--- config.mk ---
export PLATFORM = sky130hd
export DESIGN_NAME = gap_framed_datagram_receiver_core
export DESIGN_NICKNAME = d
export VERILOG_FILES = /design/src/rtl/gfdr_pkg.sv /design/src/rtl/gap_framed_datagram_receiver_core.sv /design/src/rtl/gfdr_parser.sv
export SDC_FILE = /design/constraint.sdc
export NUM_CORES = 1
export LEC_CHECK = 0
export BUFFER_PORTS_ARGS = -buffer_cell sky130_fd_sc_hd__buf_2
export CORE_UTILIZATION = 25
export CTS_BUF_LIST = sky130_fd_sc_hd__clkbuf_8 sky130_fd_sc_hd__clkbuf_16
export DETAILED_ROUTE_END_ITERATION = 7
export GPL_TIMING_DRIVEN = 0
export PLACE_DENSITY = 0.4
export SLEW_MARGIN = 10
export SYNTH_ARGS = -nofsm -noshare
export SYNTH_HDL_FRONTEND = slang
export SYNTH_HIERARCHICAL = 1
export SYNTH_SLANG_ARGS = --single-unit
--- constraint.sdc ---
create_clock -name clock -period 5 [get_ports clock]
set_input_delay 0 -clock clock [delete_from_list [all_inputs] [get_ports clock]]
set_output_delay 0 -clock clock [all_outputs]
set_load 0.02 [all_outputs]
--- src/rtl/gfdr_pkg.sv ---
// Shared types and constants of the gap-framed datagram receiver.
package gfdr_pkg;

   localparam int BYTE_W     = 8;
   localparam int ADDR_W     = 64;
   localparam int PLEN_W     = 11;
   localparam int STATUS_W   = 3;
   localparam int REQ_DATA_W = 8;
   localparam int REQ_USER_W = 2;
   localparam int RSP_DATA_W = 88;

   // Bit positions of the request tuser flags
   localparam int REQ_USER_GAP = 0;
   localparam int REQ_USER_ERR = 1;

   // Result kinds
   localparam logic KIND_PAYLOAD   = 1'b0;
   localparam logic KIND_FRAME_END = 1'b1;

   // Frame-end status codes
   localparam logic [STATUS_W-1:0] ST_ACCEPT     = 3'd0;
   localparam logic [STATUS_W-1:0] ST_MISMATCH   = 3'd1;
   localparam logic [STATUS_W-1:0] ST_LINE_ERROR = 3'd2;
   localparam logic [STATUS_W-1:0] ST_TRUNCATED  = 3'd3;
   localparam logic [STATUS_W-1:0] ST_TOO_LONG   = 3'd4;

   typedef struct packed {
      logic                kind;
      logic [BYTE_W-1:0]   payload_byte;
      logic [PLEN_W-1:0]   payload_length;
      logic [ADDR_W-1:0]   source_address;
      logic [STATUS_W-1:0] status;
   } result_type;

endpackage

--- src/rtl/gap_framed_datagram_receiver_core.sv ---
// Top level of the gap-framed datagram receiver with address filtering.
//
// The req channel carries receive events from a UART: tdata is the byte,
// tuser[0] marks an inter-frame gap and tuser[1] a line error on the byte.
// A frame is ADDRESS_BYTES source bytes, ADDRESS_BYTES destination bytes,
// then payload bytes until a gap. Each payload byte leaves on the rsp
// channel at once (tuser = 0); every started frame ends in one frame-end
// beat (tuser = 1) with source address, payload length and status.
// The csr channel writes the own address and is always ready. The user
// writes it only while no beat is in flight, possibly inside an open
// frame; the block does not enforce this. Results reach rsp registered,
// in the cycle after their req beat. Throughput: one req beat per cycle;
// the frame state update and the result register sit behind one short
// level of logic. When rsp stalls with a result held, req_tready drops
// until rsp moves; if rsp is taken in the same cycle, a new beat is
// taken as well. Reset clears the frame state to idle, the own address
// to zero and empties the result register.
module gap_framed_datagram_receiver_core #(
   parameter int ADDRESS_BYTES = 8,
   parameter int MAX_PAYLOAD   = 1024
) (
   input  logic                                clock,
   input  logic                                reset,
   // req: action (tuser[0]), line_error (tuser[1])
   input  logic                                req_tvalid,
   output logic                                req_tready,
   input  logic [gfdr_pkg::REQ_DATA_W-1:0]     req_tdata,   // rx_byte [7:0]
   input  logic [gfdr_pkg::REQ_USER_W-1:0]     req_tuser,   // action [0], line_error [1]
   // rsp: payload_byte [7:0], payload_length [18:8], source_address [82:19],
   //      status [85:83], zero [87:86]
   output logic                                rsp_tvalid,
   input  logic                                rsp_tready,
   output logic [gfdr_pkg::RSP_DATA_W-1:0]     rsp_tdata,
   output logic                                rsp_tuser,   // kind [0]
   // csr: own_address
   input  logic                                csr_valid,
   output logic                                csr_ready,
   input  logic [gfdr_pkg::ADDR_W-1:0]         csr_data
);

   localparam int PadW = gfdr_pkg::RSP_DATA_W - gfdr_pkg::BYTE_W - gfdr_pkg::PLEN_W
                         - gfdr_pkg::ADDR_W - gfdr_pkg::STATUS_W;

   logic [gfdr_pkg::ADDR_W-1:0]     own_address_ff;
   logic                            rsp_valid_ff, rsp_valid_in;
   logic [gfdr_pkg::RSP_DATA_W-1:0] rsp_data_ff;
   logic                            rsp_kind_ff;
   logic                            step;
   logic                            res_valid;
   gfdr_pkg::result_type            res;

   assign csr_ready  = 1'b1;
   assign req_tready = !rsp_valid_ff || rsp_tready;
   assign step       = req_tvalid && req_tready;

   gfdr_parser #(
      .ADDRESS_BYTES (ADDRESS_BYTES),
      .MAX_PAYLOAD   (MAX_PAYLOAD)
   ) u_parser (
      .clock       (clock),
      .reset       (reset),
      .step        (step),
      .gap         (req_tuser[gfdr_pkg::REQ_USER_GAP]),
      .rx_byte     (req_tdata),
      .line_error  (req_tuser[gfdr_pkg::REQ_USER_ERR]),
      .own_address (own_address_ff),
      .res_valid   (res_valid),
      .res         (res)
   );

   // Hold the own address
   always_ff @(posedge clock) begin
      if (reset) begin
         own_address_ff <= '0;
      end else if (csr_valid && csr_ready) begin
         own_address_ff <= csr_data;
      end
   end

   // Load a new result on an accepted beat, drop it once taken
   always_comb begin
      rsp_valid_in = rsp_valid_ff && !rsp_tready;
      if (step) begin
         rsp_valid_in = res_valid;
      end
   end

   always_ff @(posedge clock) begin
      if (reset) begin
         rsp_valid_ff <= 1'b0;
      end else begin
         rsp_valid_ff <= rsp_valid_in;
      end
   end

   always_ff @(posedge clock) begin
      if (step) begin
         rsp_data_ff <= {{PadW{1'b0}}, res.status, res.source_address,
                         res.payload_length, res.payload_byte};
         rsp_kind_ff <= res.kind;
      end
   end

   assign rsp_tvalid = rsp_valid_ff;
   assign rsp_tdata  = rsp_data_ff;
   assign rsp_tuser  = rsp_kind_ff;

endmodule

--- src/rtl/gfdr_parser.sv ---
// Frame parser: header capture, address filter, payload count and verdict.
module gfdr_parser #(
   parameter int ADDRESS_BYTES = 8,
   parameter int MAX_PAYLOAD   = 1024
) (
   input  logic                          clock,
   input  logic                          reset,
   input  logic                          step,
   input  logic                          gap,
   input  logic [gfdr_pkg::BYTE_W-1:0]   rx_byte,
   input  logic                          line_error,
   input  logic [gfdr_pkg::ADDR_W-1:0]   own_address,
   output logic                          res_valid,
   output gfdr_pkg::result_type          res
);

   localparam int HidxW = (ADDRESS_BYTES > 1) ? $clog2(ADDRESS_BYTES) : 1;
   localparam int CntW  = $clog2(MAX_PAYLOAD + 1);
   localparam int LenW  = gfdr_pkg::PLEN_W;
   localparam logic [HidxW-1:0] HidxLast = HidxW'(ADDRESS_BYTES - 1);
   localparam logic [CntW-1:0]  CntMax   = CntW'(MAX_PAYLOAD);

   typedef enum logic [2:0] {
      PH_IDLE,
      PH_SOURCE,
      PH_DEST,
      PH_PAYLOAD,
      PH_DISCARD
   } phase_type;

   phase_type                   phase_ff, phase_in;
   logic [HidxW-1:0]            hidx_ff, hidx_in;
   logic [gfdr_pkg::ADDR_W-1:0] sender_ff, sender_in;
   logic                        match_ff, match_in;
   logic [CntW-1:0]             count_ff, count_in;

   // Frame context as seen by a byte: a byte in idle opens a fresh frame
   phase_type                   phase_eff;
   logic [HidxW-1:0]            hidx_eff;
   logic [gfdr_pkg::ADDR_W-1:0] sender_eff;
   logic                        match_eff;
   logic [CntW-1:0]             count_eff;
   logic [HidxW+2:0]            bit_pos;

   always_comb begin
      if (phase_ff == PH_IDLE) begin
         phase_eff  = PH_SOURCE;
         hidx_eff   = '0;
         sender_eff = '0;
         match_eff  = 1'b1;
         count_eff  = '0;
      end else begin
         phase_eff  = phase_ff;
         hidx_eff   = hidx_ff;
         sender_eff = sender_ff;
         match_eff  = match_ff;
         count_eff  = count_ff;
      end
      bit_pos = {hidx_eff, 3'b000};
   end

   // Next state and result of one beat
   always_comb begin
      phase_in  = phase_ff;
      hidx_in   = hidx_ff;
      sender_in = sender_ff;
      match_in  = match_ff;
      count_in  = count_ff;
      res_valid = 1'b0;
      res       = '0;

      if (gap) begin
         // Close the frame on a gap
         phase_in                = PH_IDLE;
         res.kind                = gfdr_pkg::KIND_FRAME_END;
         res.payload_length      = LenW'(count_ff);
         res.source_address      = sender_ff;
         case (phase_ff)
            PH_SOURCE, PH_DEST: begin
               res_valid  = 1'b1;
               res.status = gfdr_pkg::ST_TRUNCATED;
            end
            PH_PAYLOAD: begin
               res_valid = 1'b1;
               if (own_address[7:0] == 8'h00 || match_ff) begin
                  res.status = gfdr_pkg::ST_ACCEPT;
               end else begin
                  res.status = gfdr_pkg::ST_MISMATCH;
               end
            end
            default: begin
               res_valid = 1'b0;
            end
         endcase
      end else if (phase_ff != PH_DISCARD) begin
         phase_in  = phase_eff;
         hidx_in   = hidx_eff;
         sender_in = sender_eff;
         match_in  = match_eff;
         count_in  = count_eff;
         if (line_error) begin
            // Report the line error at once, then drop until the gap
            phase_in           = PH_DISCARD;
            res_valid          = 1'b1;
            res.kind           = gfdr_pkg::KIND_FRAME_END;
            res.payload_length = LenW'(count_eff);
            res.source_address = sender_eff;
            res.status         = gfdr_pkg::ST_LINE_ERROR;
         end else begin
            case (phase_eff)
               PH_SOURCE: begin
                  sender_in[bit_pos +: 8] = sender_eff[bit_pos +: 8] | rx_byte;
                  hidx_in = hidx_eff + 1'b1;
                  if (hidx_eff == HidxLast) begin
                     hidx_in  = '0;
                     phase_in = PH_DEST;
                  end
               end
               PH_DEST: begin
                  if (own_address[bit_pos +: 8] != rx_byte) begin
                     match_in = 1'b0;
                  end
                  hidx_in = hidx_eff + 1'b1;
                  if (hidx_eff == HidxLast) begin
                     hidx_in  = '0;
                     phase_in = PH_PAYLOAD;
                  end
               end
               PH_PAYLOAD: begin
                  res_valid = 1'b1;
                  if (count_eff >= CntMax) begin
                     phase_in           = PH_DISCARD;
                     res.kind           = gfdr_pkg::KIND_FRAME_END;
                     res.payload_length = LenW'(count_eff);
                     res.source_address = sender_eff;
                     res.status         = gfdr_pkg::ST_TOO_LONG;
                  end else begin
                     count_in         = count_eff + 1'b1;
                     res.kind         = gfdr_pkg::KIND_PAYLOAD;
                     res.payload_byte = rx_byte;
                  end
               end
               default: begin
                  phase_in = phase_eff;
               end
            endcase
         end
      end
   end

   // Hold frame state; advance only on an accepted beat
   always_ff @(posedge clock) begin
      if (reset) begin
         phase_ff  <= PH_IDLE;
         hidx_ff   <= '0;
         sender_ff <= '0;
         match_ff  <= 1'b1;
         count_ff  <= '0;
      end else if (step) begin
         phase_ff  <= phase_in;
         hidx_ff   <= hidx_in;
         sender_ff <= sender_in;
         match_ff  <= match_in;
         count_ff  <= count_in;
      end
   end

endmodule

Yosys cells after proc, flatten, opt, wreduce, memory -nomap -nowiden

Cells that the tools add are included.
W data, S select, Z words.

Add/subtract/negate cells: 3
$lt $le $gt $ge: 1
Equal/unequal tests: 9
Shifts and indexed selects: 4
Multiplexer cells: 41
Bitwise operators: 4
Reductions and logical operators: 15

Operators by type and width:

| kind                     | number |
|---|---|
| $mux W78                 | 3 |
| $mux W64                 | 3 |
| $mux W87                 | 2 |
| $shiftx A64 B7 Y8        | 2 |
| $bwmux W64               | 1 |
| $shift A8 B8 Y64 const A | 1 |
| $shiftx A8 B8 Y64        | 1 |
| $mux W11                 | 4 |
| $mux W3                  | 11 |
| $mux W8                  | 2 |
| $mux W1                  | 13 |
| $eq A3 B2 Y1 const B     | 4 |
| $add A11 B1 Y11 const B  | 1 |
| $ge A11 B11 Y1 const B   | 1 |
| $pmux W3 S3              | 1 |
| $logic_not A8 Y1         | 1 |
| $ne A8 B8 Y1             | 1 |
| $neg A6 Y8               | 1 |
| $or A8 B8 Y8             | 1 |
| $eq A3 B1 Y1 const B     | 2 |
| $pmux W3 S2              | 1 |
| $reduce_or A5 Y1         | 1 |
| $reduce_or A2 Y1         | 2 |
| $add A3 B1 Y3 const B    | 1 |
| 11 further kinds         | 16 |

Bits in registers: 234
Bits of input ports: 79

Depth between registers and ports, before layout

Word-level depth: 8
Gate-level depth with buffers: 13
Depth with buffers taken out: 11

Hierarchy

Netlist, hierarchy kept.

By module, submodules not included:

| module                            | instances | cells an instance | area each (um2) | sequential area each (um2) |
|---|---|---|---|---|
| gfdr_parser                       | 1         | 667               | 5502.8          | 1641.6 |
| gap_framed_datagram_receiver_core | 1         | 303               | 4981.0          | 3913.8 |

Worst setup path after synthesis

OpenSTA, ideal clock, no wires.

Kind: reg-to-reg
From: register rsp_valid_ff, in the netlist rsp_tvalid
To: register u_parser.count_ff[1]
Setup time: 128 ps
Arrival time: 4177 ps
Setup slack: 696 ps
Cell stages (with the launch flop): 10
Path buffers: 2
Cell sequence: dfxtp_1 -> nand2b_1 -> and2_1 -> nand2b_1 -> a21oi_1 -> clkbuf_1 -> clkbuf_1 -> o21ai_0 -> a32oi_1 -> nor2_1

Cells in the longest elaborated chain, start to end: 4

Ends and longest elaborated chain:

| what                               | line                                    | text |
|---|---|---|
| start: declaration                 | gap_framed_datagram_receiver_core.sv:45 | `logic rsp_valid_ff, rsp_valid_in;` |
| start signal: assignment           | gap_framed_datagram_receiver_core.sv:92 | `rsp_valid_ff <= rsp_valid_in;` |
| $logic_not A1 Y1                   | gap_framed_datagram_receiver_core.sv:53 | `assign req_tready = !rsp_valid_ff \|\| rsp_tready;` |
| $logic_or A1 B1 Y1                 | gap_framed_datagram_receiver_core.sv:53 |  |
| named net req_tready               | gap_framed_datagram_receiver_core.sv:26 | `output logic req_tready,` |
| $logic_and A1 B1 Y1                | gap_framed_datagram_receiver_core.sv:54 | `assign step = req_tvalid && req_tready;` |
| named net step                     | gap_framed_datagram_receiver_core.sv:48 | `logic step;` |
| $reduce_and A3 Y1 (no source line) | --                                      |  |
| end signal: assignment             | gfdr_parser.sv:164                      | `count_ff <= count_in;` |
| end: declaration                   | gfdr_parser.sv:35                       | `logic [CntW-1:0] count_ff, count_in;` |

The timed path passes the listed nets, and every way through them passes these cells.
A chain may end at the register's enable or synchronous reset.

Final worst setup path

From: register rsp_valid_ff, in the netlist rsp_tvalid
To: register u_parser.match_ff

Cells in the longest elaborated chain, start to end: 4

Ends and longest elaborated chain:

| what                               | line                                    | text |
|---|---|---|
| $logic_not A1 Y1                   | gap_framed_datagram_receiver_core.sv:53 |  |
| $logic_or A1 B1 Y1                 | gap_framed_datagram_receiver_core.sv:53 |  |
| $logic_and A1 B1 Y1                | gap_framed_datagram_receiver_core.sv:54 |  |
| named net step                     | gap_framed_datagram_receiver_core.sv:48 |  |
| $reduce_and A3 Y1 (no source line) | --                                      |  |
| end signal: assignment             | gfdr_parser.sv:163                      | `match_ff <= match_in;` |
| end: declaration                   | gfdr_parser.sv:34                       | `logic match_ff, match_in;` |

The timed path passes the listed nets, and every way through them passes these cells.

==> metrics.cfg <==
[worst_setup_path]
start_kind=flop
critPathSlowestCell=dlygate4sd3_1
cp-end-kind=flop
crit_family=buffers and inverters
required_ns=5.47
path_max_fanout=38
worstSetupPathType=flop to flop
path_buf_inv=3
crit_path_max_incr_delay_ns=0.55
critPathArrivalTime_ns=4.00
cp_cell_sequence=nand2b_1 > and2_4 > nand2b_1 > a21oi_1 > clkbuf_1 > clkbuf_1 > a31o_2 > o31ai_1 > dlygate4sd3_1

[placement]
port_buffers=166
post-place-ws_ns=1.60
hpwl_um=25900
placed_cells=1670
gp_congestion=0.837

[sta]
setup_viol=0
rsz0062_at_grt=no
finalCritPeriodShare_pct=70.7
setup_slack_ns=1.47
skew_ns=0.0320
hold_viol_final=0
max_freq_mhz=283
worstMarginPinSlew_ns=1.03
drv_slew=0
fin_tns_setup_ns=0
period_needed_ns=3.53
relSlewSlack_pct=30.9

[finish]
fin_util_pct=35.0
seq_area_sq_um=5560
drive_gt1_share_pct=21.3
area_growth_pct=37.1
fin_cells=1863
fill_cells=4234
multi_input_area_sq_um=4510
nets=1397

[clock_tree]
cts_buffer_depth=3
clkTransAtPathRegs_ns=0.06
clk-insertion-delay-late_ns=0.58
post_cts_buffers=0
cts_root_buf=clkbuf_16
cts_sinks=234
cts_max_level=1
cts_tree=done
cts_buffers=28

[pwr]
p_comb_share_pct=11.7
p_int_mw=3.52
switching_share_pct=24.9
seq_power_share_pct=44.2
power_density_nw_per_um2=326
clkPwrFrac_pct=44.1
ir_worst_vdd_mv=0.239
leakage_nw=5.68
p_switching_mw=1.17

[detailed_routing]
ant_nets=0
drc=20
drt-wirelength-per-cell_um=19.3
wirelength_um=36000
vias_per_cell=4.64
first_iter_violations=559
num_vias=8643
dr.pass1.iters=7

[grt]
grt_pass1_wl_um=53400
grt_use_total_pct=16.8
overflow=0
grt_max_degree=56
antenna_found_initial=0
grt_pass1_vias=8733

[yosys]
synth_edf_count=87
synthFlopType=dfxtp_1
yosysSeqAreaShare_pct=53.0
yosys_warnings=6
synth_cells=970
async_flop_share_pct=0
avgSynthCellArea_sq_um=10.8
synth_cell_types=67
netlist_area_sq_um=10500
postSynthRegisterBits=234

[hold_path]
hp-class=input port to flop

[status]
status=finished with violations
violations=DRC

[floorplan]
start_util_pct=25.5
io_pins=171
dieArea_sq_um=42800
dieHeight_um=207
core_sq_um=41100
rows=74
die_w_um=207

[job]
cap_violations=0

-- worst paths after layout --
kind / from / endpoint / slack, ns / cells after the start
worst max register to register: rsp_tvalid$_SDFF_PP0_ / u_parser/match_ff$_SDFFE_PP1P_ / 1.47 / 9
worst min register to register: u_parser/sender_ff[27]$_SDFFE_PP0P_ / u_parser/sender_ff[27]$_SDFFE_PP0P_ / 0.51 / 2
worst min-delay path: req_tuser[0] / u_parser/phase_ff[2]$_SDFFE_PP0P_ / 0.09 / 3
worst max-delay path: rsp_tvalid$_SDFF_PP0_ / u_parser/match_ff$_SDFFE_PP1P_ / 1.47 / 9
-- kinds of logic after synthesis --
family | count (synthesis) | share of synthesized area (%)
simple gates | 363 | 17.4
flops | 234 | 53.0
compound gates | 164 | 10.6
mux | 106 | 12.9
buf+inv | 82 | 4.18
xor+xnor | 10 | 0.835
fa+ha+maj | 9 | 1.07
other cells | 2 | 0.0716
-- registers in the layout (all words and copies together), names as in the netlist --
name	count
own_address_ff	64
rsp_tdata	86
rsp_tuser	1
rsp_tvalid	1
u_parser/count_ff	11
u_parser/hidx_ff	3
u_parser/match_ff	1
u_parser/phase_ff	3
u_parser/sender_ff	64
-- layout by cell type (no fill, tap or decap), drive strengths merged, types with 4 or more instances in the layout --
master / n
bufinv: 4
o21ai: 47
dfxtp: 147
nor4: 8
clkinv: 9
a32oi: 4
nor2b: 80
ha: 9
and2: 13
nand4: 5
nor3: 10
nand3: 6
nand2b: 10
a21oi: 23
nor2: 151
clkbuf: 61
xor2: 4
xnor2: 6
buf: 200
edfxtp: 87
mux2: 4
nand2: 52
nand3b: 8
mux2i: 79
o21bai: 6
dlygate4sd3: 141
or3: 5
a22oi: 52
mux4: 23
inv: 25
-- timing repair --
item / in CTS / in global routing
resized for setup: 0 / 0
endpoints found under the hold margin: 84 / 0
setup endpoints to repair: 0 / 0
hold buffers: 141 / 0
-- layout make-up --
| cell class | instances | area share [%] |
|---|---|---|
| antenna | 2 | 0.0348 |
| buffer | 65 | 2.60 |
| clock buffer | 29 | 4.97 |
| clock inverter | 21 | 1.52 |
| inverter | 17 | 0.444 |
| multi-input combinational | 655 | 31.3 |
| sequential | 234 | 38.7 |
| tap | 532 | 4.63 |
| timing repair buffer | 308 | 15.8 |
-- Yosys cell counts, drive strengths merged (3+ instances only) --
library cell	instances	share of area (%)
a211oi	3	0.26
a21o	3	0.21
a21oi	23	1.1
a221oi	3	0.25
a22oi	52	3.7
a32oi	4	0.33
and2	13	0.78
and3	3	0.18
buf	33	2.4
clkbuf	32	1.1
dfxtp	147	28
edfxtp	87	25
ha	9	1.1
inv	17	0.61
mux2	4	0.43
mux2i	79	7.5
mux4	23	4.9
nand2	52	2.0
nand2b	10	0.60
nand3	6	0.29
nand3b	8	0.57
nand4	5	0.30
nor2	151	5.4
nor2b	80	4.8
nor3	10	0.57
nor3b	3	0.21
nor4	8	0.60
o211ai	3	0.21
o21ai	47	2.2
o21bai	6	0.47
o22ai	3	0.18
or2	3	0.18
or3	5	0.30
xnor2	6	0.50
xor2	4	0.33
-- layer usage --
layer | share of wire, % | GRT usage [%]
met1 | 46 | 22.6
met2 | 47 | 28.1
met3 | 4.7 | 2.50
met4 | 2.5 | 4.43
met5 | 0 | 0
-- worst min-delay path, stage by stage --
cell and delay [ns]:
buf_2 0.11, clkbuf_1 0.24, a211oi_1 0.26
-- metrics by stage --
stage,hold slack [ns],area [sq um],total power [mW]
finish,0.0852,14400,4.69
CTS,0.0683,14400,4.75
global route,0.130,14400,4.88
global placement,0.233,12000,2.56
detailed placement,0.242,12000,2.56
floorplan,0.140,10500,2.38
-- power groups by stage --
stage | Clock [mW] | Sequential (mW) | Combinational [mW]
4_1_cts | 2.13 | 2.08 | 0.548
6_report | 2.07 | 2.08 | 0.547
2_1_floorplan | 0 | 2.15 | 0.230
3_5_place_dp | 0 | 2.12 | 0.444
5_1_grt | 2.21 | 2.08 | 0.593
3_3_place_gp | 0 | 2.12 | 0.439
Power figures use the tool's default switching activity.
